===== src/rtl/core/krrl_pkg.sv =====
// key frame request rate limiter: shared types and constants
// no dependencies; used by every other file of the block
`timescale 1ns / 1ps
`default_nettype none

package krrl_pkg;

  localparam int unsigned OP_W       = 3;
  localparam int unsigned TIME_W     = 32;
  localparam int unsigned CNT_W      = 32;
  localparam int unsigned INTERVAL_W = 16;
  localparam int unsigned CFG_IDX_W  = 2;
  localparam int unsigned CFG_DATA_W = 16;

  localparam logic [INTERVAL_W-1:0] MIN_INTERVAL_RESET = INTERVAL_W'(1000);

  // register indexes on the configuration port
  localparam logic [CFG_IDX_W-1:0] CFG_IDX_ENABLED      = CFG_IDX_W'(0);
  localparam logic [CFG_IDX_W-1:0] CFG_IDX_MIN_INTERVAL = CFG_IDX_W'(1);

  // event kinds
  typedef enum logic [OP_W-1:0] {
    OP_LOSS       = 3'd0,
    OP_NEW_VIEWER = 3'd1,
    OP_TIMEOUT    = 3'd2,
    OP_POLL       = 3'd3,
    OP_FRAME      = 3'd4
  } krrl_op_t;

  typedef struct packed {
    logic              enabled;
    logic [INTERVAL_W-1:0] min_interval_ms;
  } krrl_cfg_t;

  typedef struct packed {
    logic [OP_W-1:0]   operation;
    logic [TIME_W-1:0] now_ms;
    logic              key_frame;
  } krrl_event_t;

  typedef struct packed {
    logic              grant;
    logic              pending_now;
    logic              pending_later;
    logic [CNT_W-1:0]  request_count;
    logic [CNT_W-1:0]  loss_received_count;
    logic [CNT_W-1:0]  loss_accepted_count;
    logic [CNT_W-1:0]  loss_deferred_count;
    logic [TIME_W-1:0] loss_to_grant_ms;
    logic              loss_to_grant_valid;
    logic [TIME_W-1:0] grant_to_frame_ms;
    logic              grant_to_frame_valid;
  } krrl_result_t;

endpackage

`default_nettype wire


===== src/rtl/core/krrl_in_if.sv =====
// event request channel: valid/ready handshake with event payload
// depends on krrl_pkg
`timescale 1ns / 1ps
`default_nettype none

interface krrl_in_if;
  logic                        valid;
  logic                        ready;
  logic [krrl_pkg::OP_W-1:0]   operation;
  logic [krrl_pkg::TIME_W-1:0] now_ms;
  logic                        key_frame;

  modport source (output valid, output operation, output now_ms, output key_frame,
                  input ready);
  modport sink (input valid, input operation, input now_ms, input key_frame,
                output ready);
endinterface

`default_nettype wire


===== src/rtl/core/krrl_out_if.sv =====
// result request channel: valid/ready handshake with status payload
// depends on krrl_pkg
`timescale 1ns / 1ps
`default_nettype none

interface krrl_out_if;
  logic                        valid;
  logic                        ready;
  logic                        grant;
  logic                        pending_now;
  logic                        pending_later;
  logic [krrl_pkg::CNT_W-1:0]  request_count;
  logic [krrl_pkg::CNT_W-1:0]  loss_received_count;
  logic [krrl_pkg::CNT_W-1:0]  loss_accepted_count;
  logic [krrl_pkg::CNT_W-1:0]  loss_deferred_count;
  logic [krrl_pkg::TIME_W-1:0] loss_to_grant_ms;
  logic                        loss_to_grant_valid;
  logic [krrl_pkg::TIME_W-1:0] grant_to_frame_ms;
  logic                        grant_to_frame_valid;

  modport source (output valid, output grant, output pending_now, output pending_later,
                  output request_count, output loss_received_count,
                  output loss_accepted_count, output loss_deferred_count,
                  output loss_to_grant_ms, output loss_to_grant_valid,
                  output grant_to_frame_ms, output grant_to_frame_valid,
                  input ready);
  modport sink (input valid, input grant, input pending_now, input pending_later,
                input request_count, input loss_received_count,
                input loss_accepted_count, input loss_deferred_count,
                input loss_to_grant_ms, input loss_to_grant_valid,
                input grant_to_frame_ms, input grant_to_frame_valid,
                output ready);
endinterface

`default_nettype wire


===== src/rtl/core/krrl_cfg_if.sv =====
// configuration write channel: valid/ready with register index and data
// depends on krrl_pkg
`timescale 1ns / 1ps
`default_nettype none

interface krrl_cfg_if;
  logic                            valid;
  logic                            ready;
  logic [krrl_pkg::CFG_IDX_W-1:0]  index;
  logic [krrl_pkg::CFG_DATA_W-1:0] data;

  modport source (output valid, output index, output data, input ready);
  modport sink (input valid, input index, input data, output ready);
endinterface

`default_nettype wire


===== src/rtl/core/keyframe_request_rate_limiter_unit.sv =====
// Key frame request rate limiter, top level.
//
// Channels: in_req carries events (operation, now_ms, key_frame); out_res
// returns one status request per event: the grant flag for an encoder poll,
// the pending flags, four wrapping counters and the two latency measures.
// cfg_wr writes index 0 (enabled) and index 1 (min_interval_ms); other
// indexes are dropped. cfg_wr.ready is always high. Write configuration
// only while no event is in flight.
// An accepted event waits in the input register, and its result then waits
// in the result register until the receiver takes it.
// Throughput: one event per cycle unless out_res stalls; the limiter state
// is read and rewritten in the same cycle, so consecutive events see each
// other's updates.
// Reset (rst_n low, synchronous) clears both valid flags, all limiter state
// and counters, disables the block and sets the interval to 1000 ms.
// When out_res stalls, the held result stays put, the input register takes
// one more event only if it is empty, and in_req.ready then stays low until
// the receiver takes the result.
// Depends on krrl_pkg, the krrl channel interfaces and krrl_* submodules.
`timescale 1ns / 1ps
`default_nettype none

module keyframe_request_rate_limiter_unit (
  input  logic       clk,
  input  logic       rst_n,
  krrl_in_if.sink    in_req,
  krrl_out_if.source out_res,
  krrl_cfg_if.sink   cfg_wr
);

  krrl_pkg::krrl_cfg_t    cfg;
  krrl_pkg::krrl_event_t  ev;
  krrl_pkg::krrl_result_t res_nxt;
  logic                   ev_valid;
  logic                   out_free;
  logic                   fire;

  // an event moves through the engine when the result register has room
  assign fire = ev_valid && out_free;

  krrl_cfg_regs u_cfg (
    .clk    (clk),
    .rst_n  (rst_n),
    .cfg_wr (cfg_wr),
    .cfg    (cfg)
  );

  krrl_in_stage u_in (
    .clk      (clk),
    .rst_n    (rst_n),
    .in_req   (in_req),
    .fire     (fire),
    .ev_valid (ev_valid),
    .ev       (ev)
  );

  krrl_engine u_engine (
    .clk     (clk),
    .rst_n   (rst_n),
    .cfg     (cfg),
    .fire    (fire),
    .ev      (ev),
    .res_nxt (res_nxt)
  );

  krrl_out_stage u_out (
    .clk     (clk),
    .rst_n   (rst_n),
    .fire    (fire),
    .res_nxt (res_nxt),
    .free    (out_free),
    .out_res (out_res)
  );

  // a grant always leaves nothing pending
  assert property (@(posedge clk) disable iff (!rst_n)
    out_res.valid && out_res.grant |-> !out_res.pending_now && !out_res.pending_later)
    else $error("grant reported with a request still pending");

  // an event passed to the engine shows up as a result
  assert property (@(posedge clk) disable iff (!rst_n)
    fire |=> out_res.valid)
    else $error("engine update produced no result");

  // a held event is never dropped
  assert property (@(posedge clk) disable iff (!rst_n)
    ev_valid && !fire |=> ev_valid)
    else $error("input register lost an event");

  // the loss to grant measure stays valid once taken
  assert property (@(posedge clk) disable iff (!rst_n)
    $past(rst_n) && $past(res_nxt.loss_to_grant_valid) |-> res_nxt.loss_to_grant_valid)
    else $error("loss to grant measure lost its valid flag");

endmodule

`default_nettype wire


===== src/rtl/core/krrl_cfg_regs.sv =====
// configuration registers: enable bit and minimum loss grant interval
// depends on krrl_pkg and krrl_cfg_if
`timescale 1ns / 1ps
`default_nettype none

module krrl_cfg_regs (
  input  logic                clk,
  input  logic                rst_n,
  krrl_cfg_if.sink            cfg_wr,
  output krrl_pkg::krrl_cfg_t cfg
);

  krrl_pkg::krrl_cfg_t cfg_r;
  krrl_pkg::krrl_cfg_t cfg_nxt;

  // writes are always taken
  assign cfg_wr.ready = 1'b1;

  // decode the write; unknown indexes are dropped
  always_comb begin
    cfg_nxt = cfg_r;
    if (cfg_wr.valid) begin
      unique case (cfg_wr.index)
        krrl_pkg::CFG_IDX_ENABLED:      cfg_nxt.enabled = cfg_wr.data[0];
        krrl_pkg::CFG_IDX_MIN_INTERVAL: cfg_nxt.min_interval_ms = cfg_wr.data;
        default:                        cfg_nxt = cfg_r;
      endcase
    end
  end

  always_ff @(posedge clk) begin
    if (!rst_n) begin
      cfg_r.enabled         <= 1'b0;
      cfg_r.min_interval_ms <= krrl_pkg::MIN_INTERVAL_RESET;
    end else begin
      cfg_r <= cfg_nxt;
    end
  end

  assign cfg = cfg_r;

endmodule

`default_nettype wire


===== src/rtl/core/krrl_in_stage.sv =====
// input register: captures one event request, frees when the engine consumes it
// depends on krrl_pkg and krrl_in_if
`timescale 1ns / 1ps
`default_nettype none

module krrl_in_stage (
  input  logic                  clk,
  input  logic                  rst_n,
  krrl_in_if.sink               in_req,
  input  logic                  fire,
  output logic                  ev_valid,
  output krrl_pkg::krrl_event_t ev
);

  logic                  valid_r;
  logic                  valid_nxt;
  krrl_pkg::krrl_event_t ev_r;
  logic                  take;

  // room when empty or when the held event leaves this cycle
  assign in_req.ready = !valid_r || fire;
  assign take         = in_req.valid && in_req.ready;

  always_comb begin
    valid_nxt = valid_r;
    if (take) begin
      valid_nxt = 1'b1;
    end else if (fire) begin
      valid_nxt = 1'b0;
    end
  end

  always_ff @(posedge clk) begin
    if (!rst_n) begin
      valid_r <= 1'b0;
    end else begin
      valid_r <= valid_nxt;
    end
  end

  // payload needs no reset
  always_ff @(posedge clk) begin
    if (take) begin
      ev_r.operation <= in_req.operation;
      ev_r.now_ms    <= in_req.now_ms;
      ev_r.key_frame <= in_req.key_frame;
    end
  end

  assign ev_valid = valid_r;
  assign ev       = ev_r;

endmodule

`default_nettype wire


===== src/rtl/core/krrl_engine.sv =====
// limiter state and its combinational next-state update for one event
// depends on krrl_pkg
`timescale 1ns / 1ps
`default_nettype none

module krrl_engine (
  input  logic                   clk,
  input  logic                   rst_n,
  input  krrl_pkg::krrl_cfg_t    cfg,
  input  logic                   fire,
  input  krrl_pkg::krrl_event_t  ev,
  output krrl_pkg::krrl_result_t res_nxt
);

  logic                        pend_imm_r,    pend_imm_nxt;
  logic                        pend_def_r,    pend_def_nxt;
  logic [krrl_pkg::TIME_W-1:0] last_grant_r,  last_grant_nxt;
  logic                        has_grant_r,   has_grant_nxt;
  logic [krrl_pkg::TIME_W-1:0] first_loss_r,  first_loss_nxt;
  logic                        has_loss_r,    has_loss_nxt;
  logic                        await_key_r,   await_key_nxt;
  logic [krrl_pkg::CNT_W-1:0]  req_cnt_r,     req_cnt_nxt;
  logic [krrl_pkg::CNT_W-1:0]  recv_cnt_r,    recv_cnt_nxt;
  logic [krrl_pkg::CNT_W-1:0]  acc_cnt_r,     acc_cnt_nxt;
  logic [krrl_pkg::CNT_W-1:0]  def_cnt_r,     def_cnt_nxt;
  logic [krrl_pkg::TIME_W-1:0] loss_delay_r,  loss_delay_nxt;
  logic                        loss_ok_r,     loss_ok_nxt;
  logic [krrl_pkg::TIME_W-1:0] frame_delay_r, frame_delay_nxt;
  logic                        frame_ok_r,    frame_ok_nxt;
  logic                        grant;

  logic [krrl_pkg::TIME_W-1:0] since_grant;
  logic                        too_soon;
  krrl_pkg::krrl_op_t          op;

  // wrapping time since last grant, against the zero-extended interval
  assign since_grant = ev.now_ms - last_grant_r;
  assign too_soon    = since_grant <
                       {{(krrl_pkg::TIME_W-krrl_pkg::INTERVAL_W){1'b0}}, cfg.min_interval_ms};
  assign op          = krrl_pkg::krrl_op_t'(ev.operation);

  // next state for the event in hand
  always_comb begin
    pend_imm_nxt    = pend_imm_r;
    pend_def_nxt    = pend_def_r;
    last_grant_nxt  = last_grant_r;
    has_grant_nxt   = has_grant_r;
    first_loss_nxt  = first_loss_r;
    has_loss_nxt    = has_loss_r;
    await_key_nxt   = await_key_r;
    req_cnt_nxt     = req_cnt_r;
    recv_cnt_nxt    = recv_cnt_r;
    acc_cnt_nxt     = acc_cnt_r;
    def_cnt_nxt     = def_cnt_r;
    loss_delay_nxt  = loss_delay_r;
    loss_ok_nxt     = loss_ok_r;
    frame_delay_nxt = frame_delay_r;
    frame_ok_nxt    = frame_ok_r;
    grant           = 1'b0;

    if (fire && cfg.enabled) begin
      unique case (op)
        // loss report: serve, merge or defer
        krrl_pkg::OP_LOSS: begin
          recv_cnt_nxt = recv_cnt_r + 1'b1;
          if (!has_loss_r) begin
            first_loss_nxt = ev.now_ms;
            has_loss_nxt   = 1'b1;
          end
          if (pend_imm_r) begin
            def_cnt_nxt = def_cnt_r + 1'b1;
          end else if (has_grant_r && too_soon) begin
            pend_def_nxt = 1'b1;
            def_cnt_nxt  = def_cnt_r + 1'b1;
          end else begin
            pend_imm_nxt = 1'b1;
            req_cnt_nxt  = req_cnt_r + 1'b1;
            acc_cnt_nxt  = acc_cnt_r + 1'b1;
          end
        end
        // new viewer or timeout: immediate request unless one is pending
        krrl_pkg::OP_NEW_VIEWER, krrl_pkg::OP_TIMEOUT: begin
          if (!pend_imm_r) begin
            pend_imm_nxt = 1'b1;
            pend_def_nxt = 1'b0;
            req_cnt_nxt  = req_cnt_r + 1'b1;
          end
        end
        // encoder poll: immediate wins, else a deferred one once due
        krrl_pkg::OP_POLL: begin
          if (pend_imm_r || (pend_def_r && !too_soon)) begin
            grant          = 1'b1;
            pend_imm_nxt   = 1'b0;
            pend_def_nxt   = 1'b0;
            last_grant_nxt = ev.now_ms;
            has_grant_nxt  = 1'b1;
            await_key_nxt  = 1'b1;
            if (has_loss_r) begin
              loss_delay_nxt = ev.now_ms - first_loss_r;
              loss_ok_nxt    = 1'b1;
              has_loss_nxt   = 1'b0;
            end
            if (!pend_imm_r) begin
              req_cnt_nxt = req_cnt_r + 1'b1;
            end
          end
        end
        // video frame: measure grant to key frame
        krrl_pkg::OP_FRAME: begin
          if (ev.key_frame && await_key_r) begin
            frame_delay_nxt = since_grant;
            frame_ok_nxt    = 1'b1;
            await_key_nxt   = 1'b0;
          end
        end
        default: begin
          grant = 1'b0;
        end
      endcase
    end
  end

  always_ff @(posedge clk) begin
    if (!rst_n) begin
      pend_imm_r    <= 1'b0;
      pend_def_r    <= 1'b0;
      last_grant_r  <= '0;
      has_grant_r   <= 1'b0;
      first_loss_r  <= '0;
      has_loss_r    <= 1'b0;
      await_key_r   <= 1'b0;
      req_cnt_r     <= '0;
      recv_cnt_r    <= '0;
      acc_cnt_r     <= '0;
      def_cnt_r     <= '0;
      loss_delay_r  <= '0;
      loss_ok_r     <= 1'b0;
      frame_delay_r <= '0;
      frame_ok_r    <= 1'b0;
    end else begin
      pend_imm_r    <= pend_imm_nxt;
      pend_def_r    <= pend_def_nxt;
      last_grant_r  <= last_grant_nxt;
      has_grant_r   <= has_grant_nxt;
      first_loss_r  <= first_loss_nxt;
      has_loss_r    <= has_loss_nxt;
      await_key_r   <= await_key_nxt;
      req_cnt_r     <= req_cnt_nxt;
      recv_cnt_r    <= recv_cnt_nxt;
      acc_cnt_r     <= acc_cnt_nxt;
      def_cnt_r     <= def_cnt_nxt;
      loss_delay_r  <= loss_delay_nxt;
      loss_ok_r     <= loss_ok_nxt;
      frame_delay_r <= frame_delay_nxt;
      frame_ok_r    <= frame_ok_nxt;
    end
  end

  // result reports the state after the update
  always_comb begin
    res_nxt.grant                = grant;
    res_nxt.pending_now          = pend_imm_nxt;
    res_nxt.pending_later        = pend_def_nxt;
    res_nxt.request_count        = req_cnt_nxt;
    res_nxt.loss_received_count  = recv_cnt_nxt;
    res_nxt.loss_accepted_count  = acc_cnt_nxt;
    res_nxt.loss_deferred_count  = def_cnt_nxt;
    res_nxt.loss_to_grant_ms     = loss_delay_nxt;
    res_nxt.loss_to_grant_valid  = loss_ok_nxt;
    res_nxt.grant_to_frame_ms    = frame_delay_nxt;
    res_nxt.grant_to_frame_valid = frame_ok_nxt;
  end

endmodule

`default_nettype wire


===== src/rtl/core/krrl_out_stage.sv =====
// result register: holds one result request until the receiver takes it
// depends on krrl_pkg and krrl_out_if
`timescale 1ns / 1ps
`default_nettype none

module krrl_out_stage (
  input  logic                   clk,
  input  logic                   rst_n,
  input  logic                   fire,
  input  krrl_pkg::krrl_result_t res_nxt,
  output logic                   free,
  krrl_out_if.source             out_res
);

  logic                   valid_r;
  logic                   valid_nxt;
  krrl_pkg::krrl_result_t res_r;

  // a new result may load when empty or when the current one is taken
  assign free = !valid_r || out_res.ready;

  always_comb begin
    valid_nxt = valid_r;
    if (fire) begin
      valid_nxt = 1'b1;
    end else if (out_res.ready) begin
      valid_nxt = 1'b0;
    end
  end

  always_ff @(posedge clk) begin
    if (!rst_n) begin
      valid_r <= 1'b0;
    end else begin
      valid_r <= valid_nxt;
    end
  end

  always_ff @(posedge clk) begin
    if (fire) begin
      res_r <= res_nxt;
    end
  end

  assign out_res.valid                = valid_r;
  assign out_res.grant                = res_r.grant;
  assign out_res.pending_now          = res_r.pending_now;
  assign out_res.pending_later        = res_r.pending_later;
  assign out_res.request_count        = res_r.request_count;
  assign out_res.loss_received_count  = res_r.loss_received_count;
  assign out_res.loss_accepted_count  = res_r.loss_accepted_count;
  assign out_res.loss_deferred_count  = res_r.loss_deferred_count;
  assign out_res.loss_to_grant_ms     = res_r.loss_to_grant_ms;
  assign out_res.loss_to_grant_valid  = res_r.loss_to_grant_valid;
  assign out_res.grant_to_frame_ms    = res_r.grant_to_frame_ms;
  assign out_res.grant_to_frame_valid = res_r.grant_to_frame_valid;

endmodule

`default_nettype wire


===== src/flat_wrapper.sv =====
// flat-port wrapper written by rule: the top's interface ports become plain ports
module keyframe_request_rate_limiter_unit_flat 
  (clk, rst_n, in_req_valid, in_req_operation, in_req_now_ms, in_req_key_frame, in_req_ready, out_res_valid, out_res_grant, out_res_pending_now, out_res_pending_later, out_res_request_count, out_res_loss_received_count, out_res_loss_accepted_count, out_res_loss_deferred_count, out_res_loss_to_grant_ms, out_res_loss_to_grant_valid, out_res_grant_to_frame_ms, out_res_grant_to_frame_valid, out_res_ready, cfg_wr_valid, cfg_wr_index, cfg_wr_data, cfg_wr_ready);
  krrl_in_if in_req_i ();
  krrl_out_if out_res_i ();
  krrl_cfg_if cfg_wr_i ();
  input  logic clk;
  input  logic rst_n;
  input wire logic [$bits(in_req_i.valid)-1:0] in_req_valid;
  input wire logic [$bits(in_req_i.operation)-1:0] in_req_operation;
  input wire logic [$bits(in_req_i.now_ms)-1:0] in_req_now_ms;
  input wire logic [$bits(in_req_i.key_frame)-1:0] in_req_key_frame;
  output wire logic [$bits(in_req_i.ready)-1:0] in_req_ready;
  output wire logic [$bits(out_res_i.valid)-1:0] out_res_valid;
  output wire logic [$bits(out_res_i.grant)-1:0] out_res_grant;
  output wire logic [$bits(out_res_i.pending_now)-1:0] out_res_pending_now;
  output wire logic [$bits(out_res_i.pending_later)-1:0] out_res_pending_later;
  output wire logic [$bits(out_res_i.request_count)-1:0] out_res_request_count;
  output wire logic [$bits(out_res_i.loss_received_count)-1:0] out_res_loss_received_count;
  output wire logic [$bits(out_res_i.loss_accepted_count)-1:0] out_res_loss_accepted_count;
  output wire logic [$bits(out_res_i.loss_deferred_count)-1:0] out_res_loss_deferred_count;
  output wire logic [$bits(out_res_i.loss_to_grant_ms)-1:0] out_res_loss_to_grant_ms;
  output wire logic [$bits(out_res_i.loss_to_grant_valid)-1:0] out_res_loss_to_grant_valid;
  output wire logic [$bits(out_res_i.grant_to_frame_ms)-1:0] out_res_grant_to_frame_ms;
  output wire logic [$bits(out_res_i.grant_to_frame_valid)-1:0] out_res_grant_to_frame_valid;
  input wire logic [$bits(out_res_i.ready)-1:0] out_res_ready;
  input wire logic [$bits(cfg_wr_i.valid)-1:0] cfg_wr_valid;
  input wire logic [$bits(cfg_wr_i.index)-1:0] cfg_wr_index;
  input wire logic [$bits(cfg_wr_i.data)-1:0] cfg_wr_data;
  output wire logic [$bits(cfg_wr_i.ready)-1:0] cfg_wr_ready;
  assign in_req_i.valid = in_req_valid;
  assign in_req_i.operation = in_req_operation;
  assign in_req_i.now_ms = in_req_now_ms;
  assign in_req_i.key_frame = in_req_key_frame;
  assign in_req_ready = in_req_i.ready;
  assign out_res_valid = out_res_i.valid;
  assign out_res_grant = out_res_i.grant;
  assign out_res_pending_now = out_res_i.pending_now;
  assign out_res_pending_later = out_res_i.pending_later;
  assign out_res_request_count = out_res_i.request_count;
  assign out_res_loss_received_count = out_res_i.loss_received_count;
  assign out_res_loss_accepted_count = out_res_i.loss_accepted_count;
  assign out_res_loss_deferred_count = out_res_i.loss_deferred_count;
  assign out_res_loss_to_grant_ms = out_res_i.loss_to_grant_ms;
  assign out_res_loss_to_grant_valid = out_res_i.loss_to_grant_valid;
  assign out_res_grant_to_frame_ms = out_res_i.grant_to_frame_ms;
  assign out_res_grant_to_frame_valid = out_res_i.grant_to_frame_valid;
  assign out_res_i.ready = out_res_ready;
  assign cfg_wr_i.valid = cfg_wr_valid;
  assign cfg_wr_i.index = cfg_wr_index;
  assign cfg_wr_i.data = cfg_wr_data;
  assign cfg_wr_ready = cfg_wr_i.ready;
  keyframe_request_rate_limiter_unit u_core (.clk(clk), .rst_n(rst_n), .in_req(in_req_i), .out_res(out_res_i), .cfg_wr(cfg_wr_i));
endmodule

===== config.mk =====
export PLATFORM = sky130hd
export DESIGN_NAME = keyframe_request_rate_limiter_unit_flat
export DESIGN_NICKNAME = d
export VERILOG_FILES = /design/src/rtl/core/krrl_pkg.sv /design/src/rtl/core/krrl_in_if.sv /design/src/rtl/core/krrl_out_if.sv /design/src/rtl/core/krrl_cfg_if.sv /design/src/rtl/core/keyframe_request_rate_limiter_unit.sv /design/src/rtl/core/krrl_cfg_regs.sv /design/src/rtl/core/krrl_in_stage.sv /design/src/rtl/core/krrl_engine.sv /design/src/rtl/core/krrl_out_stage.sv /design/src/flat_wrapper.sv
export SDC_FILE = /design/constraint.sdc
export NUM_CORES = 1
export LEC_CHECK = 0
export ABC_AREA = 1
export BUFFER_PORTS_ARGS = -buffer_cell sky130_fd_sc_hd__buf_2
export CAP_MARGIN = 15
export CORE_MARGIN = 5
export CORE_UTILIZATION = 45
export CTS_CLUSTER_DIAMETER = 150
export DETAILED_ROUTE_END_ITERATION = 7
export PLACE_DENSITY = 0.63
export SYNTH_ARGS = -nofsm -noshare
export SYNTH_HDL_FRONTEND = slang
export SYNTH_SLANG_ARGS = --single-unit
export TNS_END_PERCENT = 10

===== constraint.sdc =====
create_clock -name clk -period 6.7 [get_ports clk]
set_input_delay 1.005 -clock clk [delete_from_list [all_inputs] [get_ports clk]]
set_output_delay 1.005 -clock clk [all_outputs]
set_load 0.03 [all_outputs]

## Word level (Yosys, flattened, before mapping)

Cells that the tools add are included.

| operators by class | value |
|---|---|
| order comparisons | 1 |
| bitwise operators | 1 |
| reduce and logical (&&, ||, !) cells | 26 |
| multiplexer cells | 51 |
| add/subtract/negate cells | 6 |
| eq/ne operators | 7 |

Operators by type and width:

| kind | count |
|---|---|
| 32-bit two-way mux | 22 |
| 32-bit by 1-bit adder with 32-bit output (second input constant) | 4 |
| 32-bit case mux with 3 select lines | 1 |
| 32-bit subtractor | 2 |
| 32-bit by 16-bit less-than comparator with 1-bit output | 1 |
| 1-bit two-way mux | 24 |
| 3-bit AND reduction | 3 |
| 2-bit nonzero test | 4 |
| 3-bit by 2-bit == test with 1-bit output (second input constant) | 2 |
| 1-bit logical AND | 6 |
| 1-bit case mux with 3 select lines | 2 |
| 2-bit AND reduction | 3 |
| 2-bit != test (second input constant) | 2 |
| 1-bit case mux with 2 select lines | 2 |
| 4-bit AND reduction | 1 |
| 3-bit by 1-bit == test with 1-bit output (second input constant) | 1 |
| 3-bit == test (second input constant) | 1 |
| 1-bit logical NOT | 3 |
| 3-bit logical NOT | 1 |
| 1-bit logical OR | 3 |
| 2-bit by 1-bit == test with 1-bit output (second input constant) | 1 |
| 2-bit logical NOT | 1 |
| 2-bit OR reduction | 1 |
| 1-bit inverter | 1 |

| word-level totals | value |
|---|---|
| word-level logic and storage cells | 125 |
| flip-flop bits (word level) | 515 |
| output and inout bits | 200 |

## Depth between registers and ports, before layout

Gate-level depths: netlist of run 1.

| logic depth | value |
|---|---|
| depth in word-level cells | 8 |
| gate-level depth with buffers | 30 |
| gate-level depth less buffers | 29 |

## Modules after synthesis

Synthesis of run 1 repeated with hierarchy kept, for this count alone.

| unflattened totals | value |
|---|---|
| cells, all modules | 3388 |
| area total of the unflattened synthesis | 26349.0 um^2 |

Modules (own cells, without submodules):

| module | cells an instance | area an instance (um^2) | seq. area each (um^2) | instances |
|---|---|---|---|---|
| krrl_engine | 3039 | 18532.8 | 5265.0 | 1 |
| krrl_out_stage | 203 | 5962.0 | 5935.7 | 1 |
| krrl_in_stage | 43 | 1132.3 | 1101.1 | 1 |
| krrl_cfg_regs | 101 | 714.4 | 340.3 | 1 |
| keyframe_request_rate_limiter_unit | 2 | 7.5 | 0.0 | 1 |

## Worst setup path before layout of run 1

Ideal clock, no wire load.

| timing path | value |
|---|---|
| path type | input -> register |
| start point | input out_res_ready |
| end point | register u_core.u_out.res_r, in the netlist u_core.u_out.out_res.loss_deferred_count[14], data pin |
| arrival time | 5.218 ns |
| setup time | 0.257 ns |
| stages | 16 |
| path slack | 1.225 ns |
| cell sequence | inv_1 nand2_1 nand2_1 inv_2 nand2_2 nor2_4 nand2_4 nor4_1 inv_1 nor2_1 nand3_1 nor3_1 nand2_2 nor2_2 xor2_1 inv_1 |

RTL lines:

| element | line | text |
|---|---|---|
| from (decl) | flat_wrapper.sv:26 | `input wire logic [$bits(out_res_i.ready)-1:0] out_res_ready;` |
| to (signal assigned) | krrl_out_stage.sv:41 | `res_r <= res_nxt;` |
| to (decl) | krrl_out_stage.sv:17 | `krrl_pkg::krrl_result_t res_r;` |

==> out/qor.csv, run 1 <==
metric,value,unit
hpwlAfterDp,49.49,mm
place_inst,4251,
worst-endpoint-required,7.05,ns
cts_max_path_buffers,3,
tns,0,ns
cp-end-kind,register,
powerDensity,237.0,nW/um2
port_buffers,257,
synthDistinctLibCells,52,
fmax,179.5,MHz
wl_met2,32.27,mm
period_share,83.16,%
relSlewSlack,29.80,%
synth-seq-cells,515,
clk_pin_slew,0.06,ns
clock-root-buffer,clkbuf_16,
synthFlopType,dfxtp_1,
first_global_vias,19851,
grt_max_degree,96,
finalMaxSlewViolations,0,
coreArea,57700,um2
cp_max_fo,49,
hold_slack,0.4566,ns
hold_viol,0,
drt_iter0_drc,1355,
met1Wirelength,29.97,mm
setup_viol,0,
cts_setup_buffers,0,
fill_cells,5652,
grt_setup_unrepaired,no,
cts-resized-gates,0,
boundaryPins,259,
htreeDepth,2,
worst-setup-path-type,register to register,
diodes,0,
fin_skew,0.03700,ns
dr.pass1.iters,5,
synthArstFlopShare,0,%
vias,21344,
drc_errors,0,
antenna_left,0,
ir_drop,198.6,uV
syn2layout_area_growth,14.52,%
synth_nets,3448,
antenna_found_initial,0,
route.top_layer_used,met4,
die_y,251.1,um
synth_edf_count,233,
vias_per_cell,4.902,
grt_overflow,0,
cp.arrival,5.92,ns
critPathLaunchType,register,
status,finished clean,
nets,3686,
synth_top_area_share,26.75,%
routed_wl,66.94,mm
cts-buffers-inserted,56,
grt_first_pass_wirelength,106.2,mm
fin_crit,5.572,ns
final_cells,4354,
hold_class,register to register,
wl_met3,3.294,mm
rows,88,
worst_pin_slew,1.053,ns
die_area,63060,um2
layout-drive-gt1-share,13.37,%
ys_seq_area_share,48.33,%
power_leakage,0.01358,uW
cts_tree,done,
synthCells,3306,
synthesis.area,26160,um2
clock_latency,0.62,ns
gp_congestion,0.9220,
setup.worst_path.start,u_core.u_in.ev[1],
crit-reg2reg-launch,u_core.u_in.ev[1],
drv_cap,0,
netlist_top_cells_area,"edfxtp_1, dfxtp_1, nand2_1, inv_1, nor2_1",
wl_per_cell,15.37,um
postCtsHoldBufs,0,
avgSynthCellArea,7.913,um2
yosysWarnings,0,
initial_core_util,45.34,%
min_from,u_core.u_engine.loss_ok_r,
die_x,251.1,um
clock-sinks,515,
grt_usage,20.56,%
yosysTopAreaCell,edfxtp_1,
## cells by family (layout without fill, tap and decap cells)
family | after synthesis | after routing | synth area share (%)
DFF | 515 | 515 | 48.33
and+or+nand+nor | 1501 | 1501 | 25.09
buffers and inverters | 652 | 935 | 9.704
xor gates and xnor gates | 117 | 117 | 3.917
adders and majority gates | 83 | 83 | 4.027
AOI/OAI and AO/OA | 437 | 437 | 8.925
other | 1 | 1 | 0.01433
## per-layer routing
| layer | vias up | global-route usage [%] |
|---|---|---|
| met1 | 9724 | 27.42 |
| met3 | 94 | 2.969 |
| met5 | - | 0 |
| met4 | 0 | 4.678 |
| li1 | 11068 | - |
| met2 | 458 | 35.72 |
## sequential cells by signal (all words and copies together) (netlist names), 17 cells and up
signal and cells:
u_core.u_engine.first_loss_r 32, u_core.u_cfg.cfg 17, u_core.u_engine.req_cnt_r 32, u_core.u_out.out_res.request_count 32
u_core.u_engine.acc_cnt_r 32, u_core.u_out.out_res.loss_received_count 32, u_core.u_out.out_res.loss_to_grant_ms 32, u_core.u_in.ev 36
u_core.u_out.out_res.grant_to_frame_ms 32, u_core.u_out.out_res.loss_deferred_count 32, u_core.u_engine.last_grant_r 32, u_core.u_engine.frame_delay_r 32
u_core.u_engine.loss_delay_r 32, u_core.u_engine.def_cnt_r 32, u_core.u_out.out_res.loss_accepted_count 32, u_core.u_engine.recv_cnt_r 32
## worst max-delay path, cell delays in order (launching register included)
cell and delay, ns:
edfxtp_1 0.35, inv_1 0.12, ha_1 0.17, inv_1 0.09, fa_1 0.49, nand3_1 0.13
nand3_2 0.12, nand2_1 0.08, nand2_1 0.07, nand2_1 0.07, nand2_1 0.10, xor2_1 0.24
ha_1 0.29, nand2_1 0.06, or2_2 0.10, nand2_1 0.04, nor2_1 0.13, inv_1 0.05
nor2_1 0.14, nand3_2 0.14, o21ai_4 0.49, nand2_2 0.45, nand3_2 0.15, buf_4 0.29
inv_2 0.38, or2_2 0.40, o21ai_0 0.12, inv_1 0.08
## per-stage QoR
| step | setup slack (ns) | utilization, % | total power (uW) | instance area [um2] |
|---|---|---|---|---|
| final | 1.128 | 51.92 | 7101 | 29960 |
| after global routing | 0.5972 | 51.92 | 7390 | 29960 |
| after CTS | 1.202 | 51.92 | 7199 | 29960 |
| after detailed placement | 1.207 | 48.72 | 4082 | 28110 |
| after global placement | 1.288 | 48.72 | 4080 | 28110 |
| after floorplan | 1.225 | - | 3880 | 26160 |
## cell usage after synthesis (all sizes together), types with 3 or more instances
cell and instances:
nand2 795, inv 559, nor2 307, dfxtp 282, edfxtp 233, a21oi 211, o21ai 186, nand3 171
xor2 98, ha 81, nor3 78, clkbuf 64, nand4 50, or2 44, buf 29, nor4 24
xnor2 19, and2 16, nand3b 12, o211ai 9, a211oi 8, o21bai 6, a21boi 4, a21o 3
a31oi 3, and3 3, o21a 3
## cell usage in the layout, fill, tap and decap left out, types with 4 or more instances in the layout
cell type   synthesis  routed
clkbuf_1           64      10
nand3_2             5       5
o211ai_1            9       9
ha_1               81      81
edfxtp_1          233     233
nor2_1            290     289
clkinvlp_4          0       7
nand2_1           780     780
inv_2              15      13
dfxtp_1           282     282
clkinv_1            0       5
nor2_2             14      15
nand3b_1           11      11
clkinv_2            0       7
clkbuf_8            0       7
o21bai_1            6       6
inv_1             544     544
nor3_1             68      66
or2_2              40      40
a211oi_2            5       5
buf_2              13     257
clkbuf_16           0      56
and2_1             16      16
bufinv_16           0       5
xor2_1             98      98
nand4_1            47      47
nand3_1           166     166
o21ai_0           168     168
o21ai_1            17      17
a21oi_1           209     209
nor4_1             24      24
xnor2_1            19      19
buf_4               4      16
nand2_2            13      13
a21boi_0            4       4
nor3_2             10      12
inv_6               0       4
## power by group
| part | total (uW) | internal [uW] | switching (uW) |
|---|---|---|---|
| clock network | 3090 | 1810 | 1280 |
| registers | 3400 | 3360 | 40.9 |
| logic | 613 | 173 | 440 |
| total | 7100 | 5340 | 1760 |
## worst paths after layout
kind | end | slack [ns] | depth (start not counted)
setup / recovery | u_core.u_out.out_res.loss_to_grant_ms[19] | 1.13 | 27
hold / removal | u_core.u_engine.loss_ok_r | 0.46 | 2
setup reg to reg | u_core.u_out.out_res.loss_to_grant_ms[19] | 1.13 | 27
hold reg to reg | u_core.u_engine.loss_ok_r | 0.46 | 2
## area by class of cell
class | count | area (um2) | share of cell area, %
Sequential cell | 515 | 12640 | 42.20
Multi-Input combinational cell | 2139 | 10990 | 36.69
Inverter | 559 | 2111 | 7.046
Clock buffer | 73 | 1535 | 5.125
Timing Repair Buffer | 273 | 1406 | 4.694
Tap cell | 765 | 957.2 | 3.195
Clock inverter | 30 | 314.1 | 1.048
(Power assumes the default switching activity.)
==> run 2: changes to the inputs <==
==> constraint.sdc (replaced) <==
create_clock -name clk -period 5.17 [get_ports clk]
set_input_delay 0.7755 -clock clk [delete_from_list [all_inputs] [get_ports clk]]
set_output_delay 0.7755 -clock clk [all_outputs]
set_load 0.03 [all_outputs]
==> run 2 against run 1 <==
Effect of this change: critical path depth stayed put; register-to-register slack worse by 0.69 ns; highest routed layer unchanged; die area stayed put; clock skew is 0.020 ns lower; via count is 0.12% higher.
==> out/qor.csv, run 2 (synthesis results as in run 1) <==
metric,value,unit
status,finished clean,
worstRegToRegCells,27,
relSlewSlack,32.81,%
gp_congestion,0.9091,
finalMaxSlewViolations,0,
fmax,211.5,MHz
final_cells,4361,
diodes,0,
clk_pin_slew,0.06,ns
holdPathStages,1,
vias_per_cell,4.900,
die_y,251.1,um
layout_commonest_cell,nand2_1,
cts_max_path_buffers,3,
switching_share,24.57,%
cp.arrival,5.08,ns
multi_input_area,10990,um2
comb_power_share,8.6,%
grt_overflow,0,
coreArea,57700,um2
grt_first_pass_wirelength,106.6,mm
nets,3692,
setup_viol,0,
worst_pin_slew,1.008,ns
die_area,63060,um2
port_buffers,257,
powerDensity,308.0,nW/um2
grt_max_degree,106,
cts-buffers-inserted,54,
dr.pass1.iters,5,
boundaryPins,259,
p_sw,2275,uW
critPathLaunchType,register,
antenna_left,0,
htreeDepth,2,
clock-root-buffer,clkbuf_16,
totalPowerFinal,9260,uW
drv_cap,0,
utilization,52.11,%
postCtsHoldBufs,0,
worst_slack,0.4421,ns
vias,21369,
internal_power,6985,uW
clock-sinks,515,
hold_class,input port to register,
tns,0,ns
initial_core_util,45.34,%
pre_cts_ws,0.4484,ns
wl_per_cell,15.40,um
rows,88,
regArea,12640,um2
first_global_vias,20087,
grt_setup_unrepaired,no,
pwr-share-seq,47.5,%
layout-drive-gt1-share,13.60,%
cts_setup_buffers,0,
cts-resized-gates,0,
die_x,251.1,um
hold_viol,0,
layout_common_cells,"nand2_1, inv_1, nor2_1",
antenna_found_initial,0,
fill_cells,5599,
place_inst,4259,
power_leakage,0.01367,uW
routed_wl,67.16,mm
fin_skew,0.01709,ns
largest_reg_flops,36,
syn2layout_area_growth,14.93,%
cp-end-kind,register,
power_frac_clock,43.9,%
grt_usage,20.59,%
cts_tree,done,
hpwlAfterDp,49.31,mm
ir_drop,292.1,uV
period_share,91.45,%
drt_iter0_drc,1374,
fin_crit,4.728,ns
cp_max_fo,18,
drc_errors,0,
clock_latency,0.61,ns
worst-endpoint-required,5.52,ns
worst-setup-path-type,register to register,
[run 2: cell type report]
type / count / area share (%)
multi-input combinational: 2139 / 36.56
clock buffer: 72 / 5.160
timing repair buffer: 281 / 4.960
inverter: 559 / 7.020
tap: 765 / 3.184
sequential: 515 / 42.05
clock inverter: 30 / 1.069
[run 2: power groups by stage]
stage               Clock (uW)  Sequential, uW  Combinational [uW]
global placement             0            4490                 800
finish                    4060            4400                 795
floorplan                    0            4610                 419
global route              4340            4410                 881
CTS                       4170            4400                 806
detailed placement           0            4490                 803
[run 2: path summary, 6_finish.rpt]
kind | to | slack [ns] | startpoint
setup / recovery | u_core.u_out.out_res.loss_deferred_count[14] | 0.44 | u_core.u_in.ev[1]
hold / removal | u_core.u_in.ev[32] | 0.34 | in_req_now_ms[31]
setup reg to reg | u_core.u_out.out_res.loss_deferred_count[14] | 0.44 | u_core.u_in.ev[1]
hold reg to reg | u_core.u_engine.last_grant_r[10] | 0.46 | u_core.u_engine.last_grant_r[10]
[run 2: worst max-delay path, cell delays in order, from the launching register on]
cell and delay [ns]:
edfxtp_1 0.35, inv_1 0.12, ha_1 0.16, inv_1 0.10, fa_1 0.49, nand3_1 0.13
nand3_2 0.12, nand2_1 0.08, nand2_1 0.07, nand2_1 0.08, nand2_1 0.12, xor2_1 0.26
ha_1 0.29, nand2_1 0.06, or2_2 0.10, nand2_1 0.04, nor2_1 0.14, nand2_1 0.07
nor2_1 0.10, nand2_1 0.07, nor2_2 0.13, nand3_2 0.13, nand2_2 0.36, buf_4 0.33
nand2_2 0.10, nor2_2 0.19, xor2_1 0.20, inv_1 0.07
[run 2: routing by layer]
layer / global-route usage [%] / routed length (um)
met5: 0 / 0
met4: 5.785 / 1747
met3: 2.648 / 3167
met2: 35.70 / 32380
met1: 27.25 / 29860
[run 2: per-stage QoR]
step	hold slack (ns)	instance area (um2)
5_1_grt	0.3177	30070
3_3_place_gp	0.4442	28190
6_report	0.3430	30070
3_5_place_dp	0.4487	28190
2_1_floorplan	0.4331	26160
4_1_cts	0.2957	30070
